$ cat src/rtl/sht_pkg.sv
// sht_pkg: shared types and codes for the sample history table.
// No dependencies.
package sht_pkg;

    localparam logic [2:0] MODE_ADD    = 3'd0;
    localparam logic [2:0] MODE_REMOVE = 3'd1;
    localparam logic [2:0] MODE_LOOKUP = 3'd2;
    localparam logic [2:0] MODE_CLEAR  = 3'd3;
    localparam logic [2:0] MODE_MIN    = 3'd4;
    localparam logic [2:0] MODE_MAX    = 3'd5;

    localparam logic [2:0] ST_OK       = 3'd0;
    localparam logic [2:0] ST_FULL     = 3'd1;
    localparam logic [2:0] ST_DUP      = 3'd2;
    localparam logic [2:0] ST_NOTFOUND = 3'd3;
    localparam logic [2:0] ST_EMPTY    = 3'd4;
    localparam logic [2:0] ST_UNDEF    = 3'd5;

    localparam logic [1:0] KIND_WRITER = 2'd0;
    localparam logic [1:0] KIND_READER = 2'd1;

    localparam logic CFG_KIND = 1'b0;
    localparam logic CFG_CAP  = 1'b1;

    typedef struct packed {
        logic [2:0]  mode;
        logic [62:0] seq_num;
        logic [63:0] writer_id_high;
        logic [63:0] writer_id_low;
        logic [15:0] payload_handle;
    } t_in_item;

    typedef struct packed {
        logic        success;
        logic [2:0]  status;
        logic [62:0] seq_out;
        logic [63:0] writer_out_high;
        logic [63:0] writer_out_low;
        logic [15:0] handle_out;
        logic [5:0]  position;
        logic        is_full;
        logic        is_empty;
    } t_out_item;

    // one stored entry
    typedef struct packed {
        logic [62:0] seq;
        logic [63:0] wh;
        logic [63:0] wl;
        logic [15:0] handle;
    } t_entry;

    // controller to datapath commands
    typedef struct packed {
        logic load;     // capture input item, reset scan index
        logic rd;       // issue read at scan index
        logic step;     // evaluate read data, move index behind a match
        logic append;   // write new entry at count
        logic shift_wr; // write read data one below its read address
        logic clr;      // empty the table
        logic dec;      // drop count by one
        logic rd_best;  // read at best index
        logic emit;     // drive result
    } t_cmd;

    // datapath to controller status
    typedef struct packed {
        logic scan_done;   // index reached count
        logic found;       // a match was seen
        logic empty;
        logic full;
    } t_stat;

endpackage

$ cat src/rtl/sht_ctrl.sv
// sht_ctrl: sequencer for the sample history table.
// Depends on sht_pkg.
module sht_ctrl (
    input  logic           i_clk,
    input  logic           i_rst_n,
    input  logic           i_start,
    input  logic [2:0]     i_mode,
    input  logic [1:0]     i_kind,
    input  sht_pkg::t_stat i_stat,
    output logic           o_busy,
    output sht_pkg::t_cmd  o_cmd
);
    localparam logic [2:0] S_IDLE  = 3'd0;
    localparam logic [2:0] S_DISP  = 3'd1;
    localparam logic [2:0] S_SCAN  = 3'd2;
    localparam logic [2:0] S_SHIFT = 3'd3;
    localparam logic [2:0] S_BEST  = 3'd4;
    localparam logic [2:0] S_DONE  = 3'd5;
    localparam logic [2:0] S_EMIT  = 3'd6;

    logic [2:0] r_state, n_state;
    logic [2:0] r_mode;
    logic       r_rdv, n_rdv; // a read is in flight

    always_ff @(posedge i_clk) begin
        if (!i_rst_n) begin
            r_state <= S_IDLE;
            r_rdv   <= 1'b0;
        end else begin
            r_state <= n_state;
            r_rdv   <= n_rdv;
        end
        if (i_start && r_state == S_IDLE) r_mode <= i_mode;
    end

    assign o_busy = (r_state != S_IDLE);

    // scan: one read per cycle, read data evaluated the cycle after
    always_comb begin
        n_state = r_state;
        n_rdv   = 1'b0;
        o_cmd   = '0;
        case (r_state)
            S_IDLE: begin
                if (i_start) begin
                    o_cmd.load = 1'b1;
                    n_state    = S_DISP;
                end
            end
            S_DISP: begin
                case (r_mode)
                    sht_pkg::MODE_ADD: begin
                        if (i_stat.full || i_kind == sht_pkg::KIND_WRITER
                            || i_kind != sht_pkg::KIND_READER)
                            n_state = S_DONE;
                        else
                            n_state = S_SCAN;
                    end
                    sht_pkg::MODE_REMOVE, sht_pkg::MODE_LOOKUP,
                    sht_pkg::MODE_MIN, sht_pkg::MODE_MAX: begin
                        n_state = S_SCAN;
                    end
                    default: n_state = S_DONE;
                endcase
            end
            S_SCAN: begin
                if (r_rdv) o_cmd.step = 1'b1;
                if (i_stat.found && (r_mode != sht_pkg::MODE_MIN)
                    && (r_mode != sht_pkg::MODE_MAX)) begin
                    n_state = (r_mode == sht_pkg::MODE_REMOVE) ? S_SHIFT : S_DONE;
                    o_cmd.step = 1'b0;
                end else if (i_stat.scan_done && !r_rdv) begin
                    n_state = (r_mode == sht_pkg::MODE_MIN || r_mode == sht_pkg::MODE_MAX)
                              ? S_BEST : S_DONE;
                end else if (!i_stat.scan_done) begin
                    o_cmd.rd = 1'b1;
                    n_rdv    = 1'b1;
                end
            end
            S_SHIFT: begin
                // read entry k+1, write it to k on the next cycle
                if (r_rdv) o_cmd.shift_wr = 1'b1;
                if (i_stat.scan_done && !r_rdv) begin
                    o_cmd.dec = 1'b1;
                    n_state   = S_EMIT;
                end else if (!i_stat.scan_done) begin
                    o_cmd.rd = 1'b1;
                    n_rdv    = 1'b1;
                end
            end
            S_BEST: begin
                if (!i_stat.empty) o_cmd.rd_best = 1'b1;
                n_state = S_DONE;
            end
            S_DONE: begin
                if (r_mode == sht_pkg::MODE_ADD && !i_stat.full && !i_stat.found
                    && (i_kind == sht_pkg::KIND_WRITER || i_kind == sht_pkg::KIND_READER))
                    o_cmd.append = 1'b1;
                if (r_mode == sht_pkg::MODE_CLEAR) o_cmd.clr = 1'b1;
                n_state = S_EMIT;
            end
            S_EMIT: begin
                o_cmd.emit = 1'b1;
                n_state    = S_IDLE;
            end
            default: n_state = S_IDLE;
        endcase
    end
endmodule

$ cat config.mk
export PLATFORM = sky130hd
export DESIGN_NAME = sht_ctrl
export DESIGN_NICKNAME = d
export VERILOG_FILES = /design/src/rtl/sht_pkg.sv /design/src/rtl/sht_ctrl.sv
export SDC_FILE = /design/constraint.sdc
export NUM_CORES = 1
export LEC_CHECK = 0
export ABC_AREA = 1
export BUFFER_PORTS_ARGS = -buffer_cell sky130_fd_sc_hd__buf_2
export CORE_AREA = 4 4 41 43
export DETAILED_ROUTE_END_ITERATION = 10
export DIE_AREA = 0 0 45 47
export PLACE_DENSITY = 0.78
export RECOVER_POWER = 25
export SETUP_SLACK_MARGIN = 0.02
export SKIP_LAST_GASP = 1
export SLEW_MARGIN = 10
export SYNTH_ARGS = -nofsm -noshare
export SYNTH_HDL_FRONTEND = slang
export SYNTH_SLANG_ARGS = --single-unit
$ cat constraint.sdc
create_clock -name i_clk -period 1.7 [get_ports i_clk]
set_input_delay 0.17 -clock i_clk [delete_from_list [all_inputs] [get_ports i_clk]]
set_output_delay 0.17 -clock i_clk [all_outputs]
set_load 0.02 [all_outputs]
## Word level (Yosys, flattened, before mapping)

Cells that the tools add are included.

- Register bits after elaboration: 7
- Logic and storage cells: 69
- Output and inout bits: 10

- Reduce and logical (&&, ||, !) cells: 20
- Multiplexer cells: 28
- Equality and inequality tests: 18

Operator list:

| kind | number |
|---|---|
| $mux W1 | 19 |
| $mux W3 | 6 |
| $pmux W3 S6 | 1 |
| $eq A3 B3 Y1 const B | 5 |
| $eq A3 B2 Y1 const B | 4 |
| $ne A3 B3 Y1 const B | 3 |
| $logic_and A1 B1 Y1 | 7 |
| $eq A3 B1 Y1 const B | 2 |
| $logic_not A3 Y1 | 2 |
| $pmux W3 S2 | 1 |
| $logic_or A1 B1 Y1 | 4 |
| $ne A2 B2 Y1 const B | 2 |
| $reduce_or A4 Y1 | 1 |
| $logic_not A1 Y1 | 3 |
| $reduce_and A3 Y1 | 1 |
| $reduce_bool A3 Y1 | 1 |
| $eq A2 B1 Y1 const B | 1 |
| $logic_not A2 Y1 | 1 |
| $ne A2 B1 Y1 const B | 1 |
| $pmux W1 S2 | 1 |

## Depth between registers and ports, before layout

- Depth after elaboration: 6
- Gate-level depth with buffers: 9

## Worst setup path before layout

Ideal clock, no wire load.

- Kind: reg-to-reg
- Start: reg r_state[1]
- End: reg r_mode[0], enable pin
- Required time: 1326 ps
- Stages on the path, launching flop included: 5
- Arrival: 1244 ps
- Slack: 82 ps
- Path through: dfxtp_1 buf_4 nor2_1 nand2_1 nor2_1

- Cells in the longest elaborated chain, start to end: 2

RTL lines:

| item | RTL line | text |
|---|---|---|
| start: declaration | sht_ctrl.sv:21 | `logic [2:0] r_state, n_state;` |
| start signal: assignment | sht_ctrl.sv:30 | `r_state <= n_state;` |
| $logic_not A3 Y1 | sht_ctrl.sv:33 | `if (i_start && r_state == S_IDLE) r_mode <= i_mode;` |
| $logic_and A1 B1 Y1 | sht_ctrl.sv:33 |  |
| end signal: assignment | sht_ctrl.sv:33 |  |
| end: declaration | sht_ctrl.sv:22 | `logic [2:0] r_mode;` |

Every way passes these cells.
A chain may end at the register's enable or synchronous reset.

==> flow_summary_export.csv <==
group,metric,value,unit
outcome,status,"finished clean",
setup_path,reg2reg_to,"r_mode[0]",
setup_path,start_kind,"flip-flop",
sta,timing.hold.ws,0.0997,ns
route,drt-initial-drc-count,11,
cells_and_area,final_util,0.497,
cells_and_area,final_cell_mix,"buf_2, nand2_1, nor2_1",
synth,syn_nets,87,
die,coreArea,0.00130,mm^2
sta,fin_crit,1.55,ns
sta,hold_violations,0,
sta,max_freq,0.644,GHz
route,vias_per_cell,4.61,
sta,tightest_slew,0.234,ns
cells_and_area,fin_nets,110,
cells_and_area,antennaDiodeCount,0,
hold_path,hold_class,"primary input to flip-flop",
sta,period_share,0.913,
power_and_ir_drop,power_density,1420,mW/mm^2
global_routing,grt_pass1_vias,497,
die,die-area,0.00212,mm^2
cts,cts.clk_slew.worst_paths,0.05,ns
die,initial_core_util,0.398,
die,io_pins,22,
setup_path,cp_max_fo,7,
synth,yosysWarnings,0,
route,drc,0,
cts,htreeDepth,1,
synth,avgSynthCellArea,6.91,um^2
die,row_count,13,
setup_path,path_class,"flip-flop to output pin",
setup_path,reg2reg_depth,3,
sta,rsz0062_at_grt,"no",
route,route.final.wire_length,1080,um
route,vias,516,
route,antenna_left,0,
sta,finalSetupViolCount,0,
global_routing,grt_usage,0.124,
synth,post_synth_num_cell_types,19,
placement,port_buffers,21,
synth,ys_seq_area_frac,0.329,
setup_path,worstPathRequired,1.53,ns
global_routing,antenna_found_initial,0,
setup_path,r2r_start,"r_state[1]",
placement,gp_congestion,0.807,
flow_run,cap_violations,0,
global_routing,gr-total-overflow,0,
setup_path,r2r_slack,0.51,ns
placement,place_area,616,um^2
cts,clockRootBuffer,"clkbuf_4",
global_routing,grt_max_degree,9,
cts,clkLatencyLatePin,0.24,ns
setup_path,worstSetupEndpointType,"output pin",
cells_and_area,area_growth,24.9,%
route,dr.pass1.iters,3,
die,die_h,47,um
power_and_ir_drop,irDropWorstVdd,0.000837,V
global_routing,grt_pass1_wl,1940,um
cells_and_area,finalInstanceArea,647,um^2
power_and_ir_drop,power_leakage,0.327,nW
cts,cts_tree,"yes",
cells_and_area,layout-drive-gt1-share,0.371,
sta,fin_tns_setup,0,ns
placement,post-dp-hpwl,916,um
cts,cts_buffers,3,
synth,ys_ff_latch,7,
cts,cts.sinks,7,
hold_path,hp-start,"i_mode[2]",
synth,syn-instance-count,75,
cells_and_area,final_common_cell,"buf_2",
synth,syn_area,518,um^2
sta,finalMaxSlewViolations,0,
route,wire_per_inst,9.68,um
cts,clock_path_buffers,2,
hold_path,worstHoldEndpoint,"r_mode[2]",
die,die_width,45,um
hold_path,min_path_cells,1,
setup_path,crit_arrival,1.38,ns
cells_and_area,nFillCells,149,
sta,max-slew-margin-rel,0.842,
sta,finalClockSkew,0.00231,ns
synth_stat cells:
| library cell | count | area [um^2] |
|---|---|---|
| nand2_4 | 3 | 33.8 |
| buf_4 | 2 | 15.0 |
| o21ai_0 | 1 | 5.00 |
| nand4_1 | 1 | 6.26 |
| nand3_4 | 1 | 17.5 |
| a21oi_2 | 1 | 8.76 |
| a21oi_1 | 4 | 20.0 |
| inv_1 | 9 | 33.8 |
| nand2_1 | 17 | 63.8 |
| nor3_1 | 4 | 20.0 |
| inv_2 | 2 | 7.51 |
| nor2_4 | 1 | 11.3 |
| dfxtp_1 | 4 | 80.1 |
| nor4_1 | 2 | 12.5 |
| buf_6 | 1 | 11.3 |
| nor2_1 | 12 | 45.0 |
| nand3_1 | 6 | 30.0 |
| edfxtp_1 | 3 | 90.1 |
| nand2_2 | 1 | 6.26 |
where the power goes:
group / switching (mW) / internal [mW]
clock: 0.0551 / 0.0892
combinational: 0.296 / 0.153
sequential: 0.0872 / 0.239
total: 0.439 / 0.481
area by class of cell:
cell class | count | area [um^2] | share of cell area
Clock buffer | 4 | 26.3 | 0.0406
Multi-Input combinational cell | 54 | 283 | 0.437
Inverter | 11 | 41.3 | 0.0638
Sequential cell | 7 | 173 | 0.267
Tap cell | 15 | 18.8 | 0.0290
Timing Repair Buffer | 21 | 105 | 0.162
stage by stage:
step	total power, mW	cells	worst slack [ns]
3_5_place_dp	0.767	108	0.330
3_3_place_gp	0.755	108	0.371
2_1_floorplan	0.691	75	0.0818
5_1_grt	1.02	112	0.0253
6_report	0.920	112	0.148
4_1_cts	0.921	112	0.0423
kinds of logic after synthesis:
group                  count (synthesis)  share of synthesized area
AO/OA/AOI/OAI                          6                     0.0652
flip-flops                             7                      0.329
AND/OR/NAND/NOR                       48                      0.476
buffers and inverters                 14                      0.130
state kept, by name, summed over array words and instances (netlist names):
register / count
r_mode: 3
r_state: 3
r_rdv: 1
critical path, stage by stage (launching register included):
cell,delay [ns]
dfxtp_1,0.34
inv_2,0.16
nand2_4,0.06
nor2_4,0.14
nand2_4,0.07
nand2_4,0.07
inv_1,0.05
nor2_1,0.08
buf_2,0.17
repair_timing:
item                       CTS  global route
setup endpoints to repair    0             3
resized for setup            0             3
hold buffers                 0             0
setup buffers                0             0
how the worst max path moves through the flow:
stage | startpoint | end | slack [ns] | cells past startpoint
after floorplan | r_state[1] | r_mode[0] | 0.08 | 4
after detailed placement | r_state[1] | o_cmd[8] | 0.33 | 4
after global placement | r_state[1] | o_cmd[8] | 0.37 | 4
final | r_state[2] | o_cmd[7] | 0.15 | 8
after global routing | r_state[2] | o_cmd[7] | 0.03 | 8
after CTS | r_state[1] | o_cmd[8] | 0.04 | 4
metal layers:
layer | track usage | vias up | wire, um | part of all wire
li1 | - | 284 | - | -
met2 | 0.198 | 18 | 501 | 0.46
met3 | 0.0153 | 0 | 73 | 0.067
met5 | 0 | - | 0 | 0
met1 | 0.162 | 214 | 509 | 0.47
met4 | 0.0702 | 0 | 0 | 0
No activity file was read; power rests on OpenSTA's default activity.
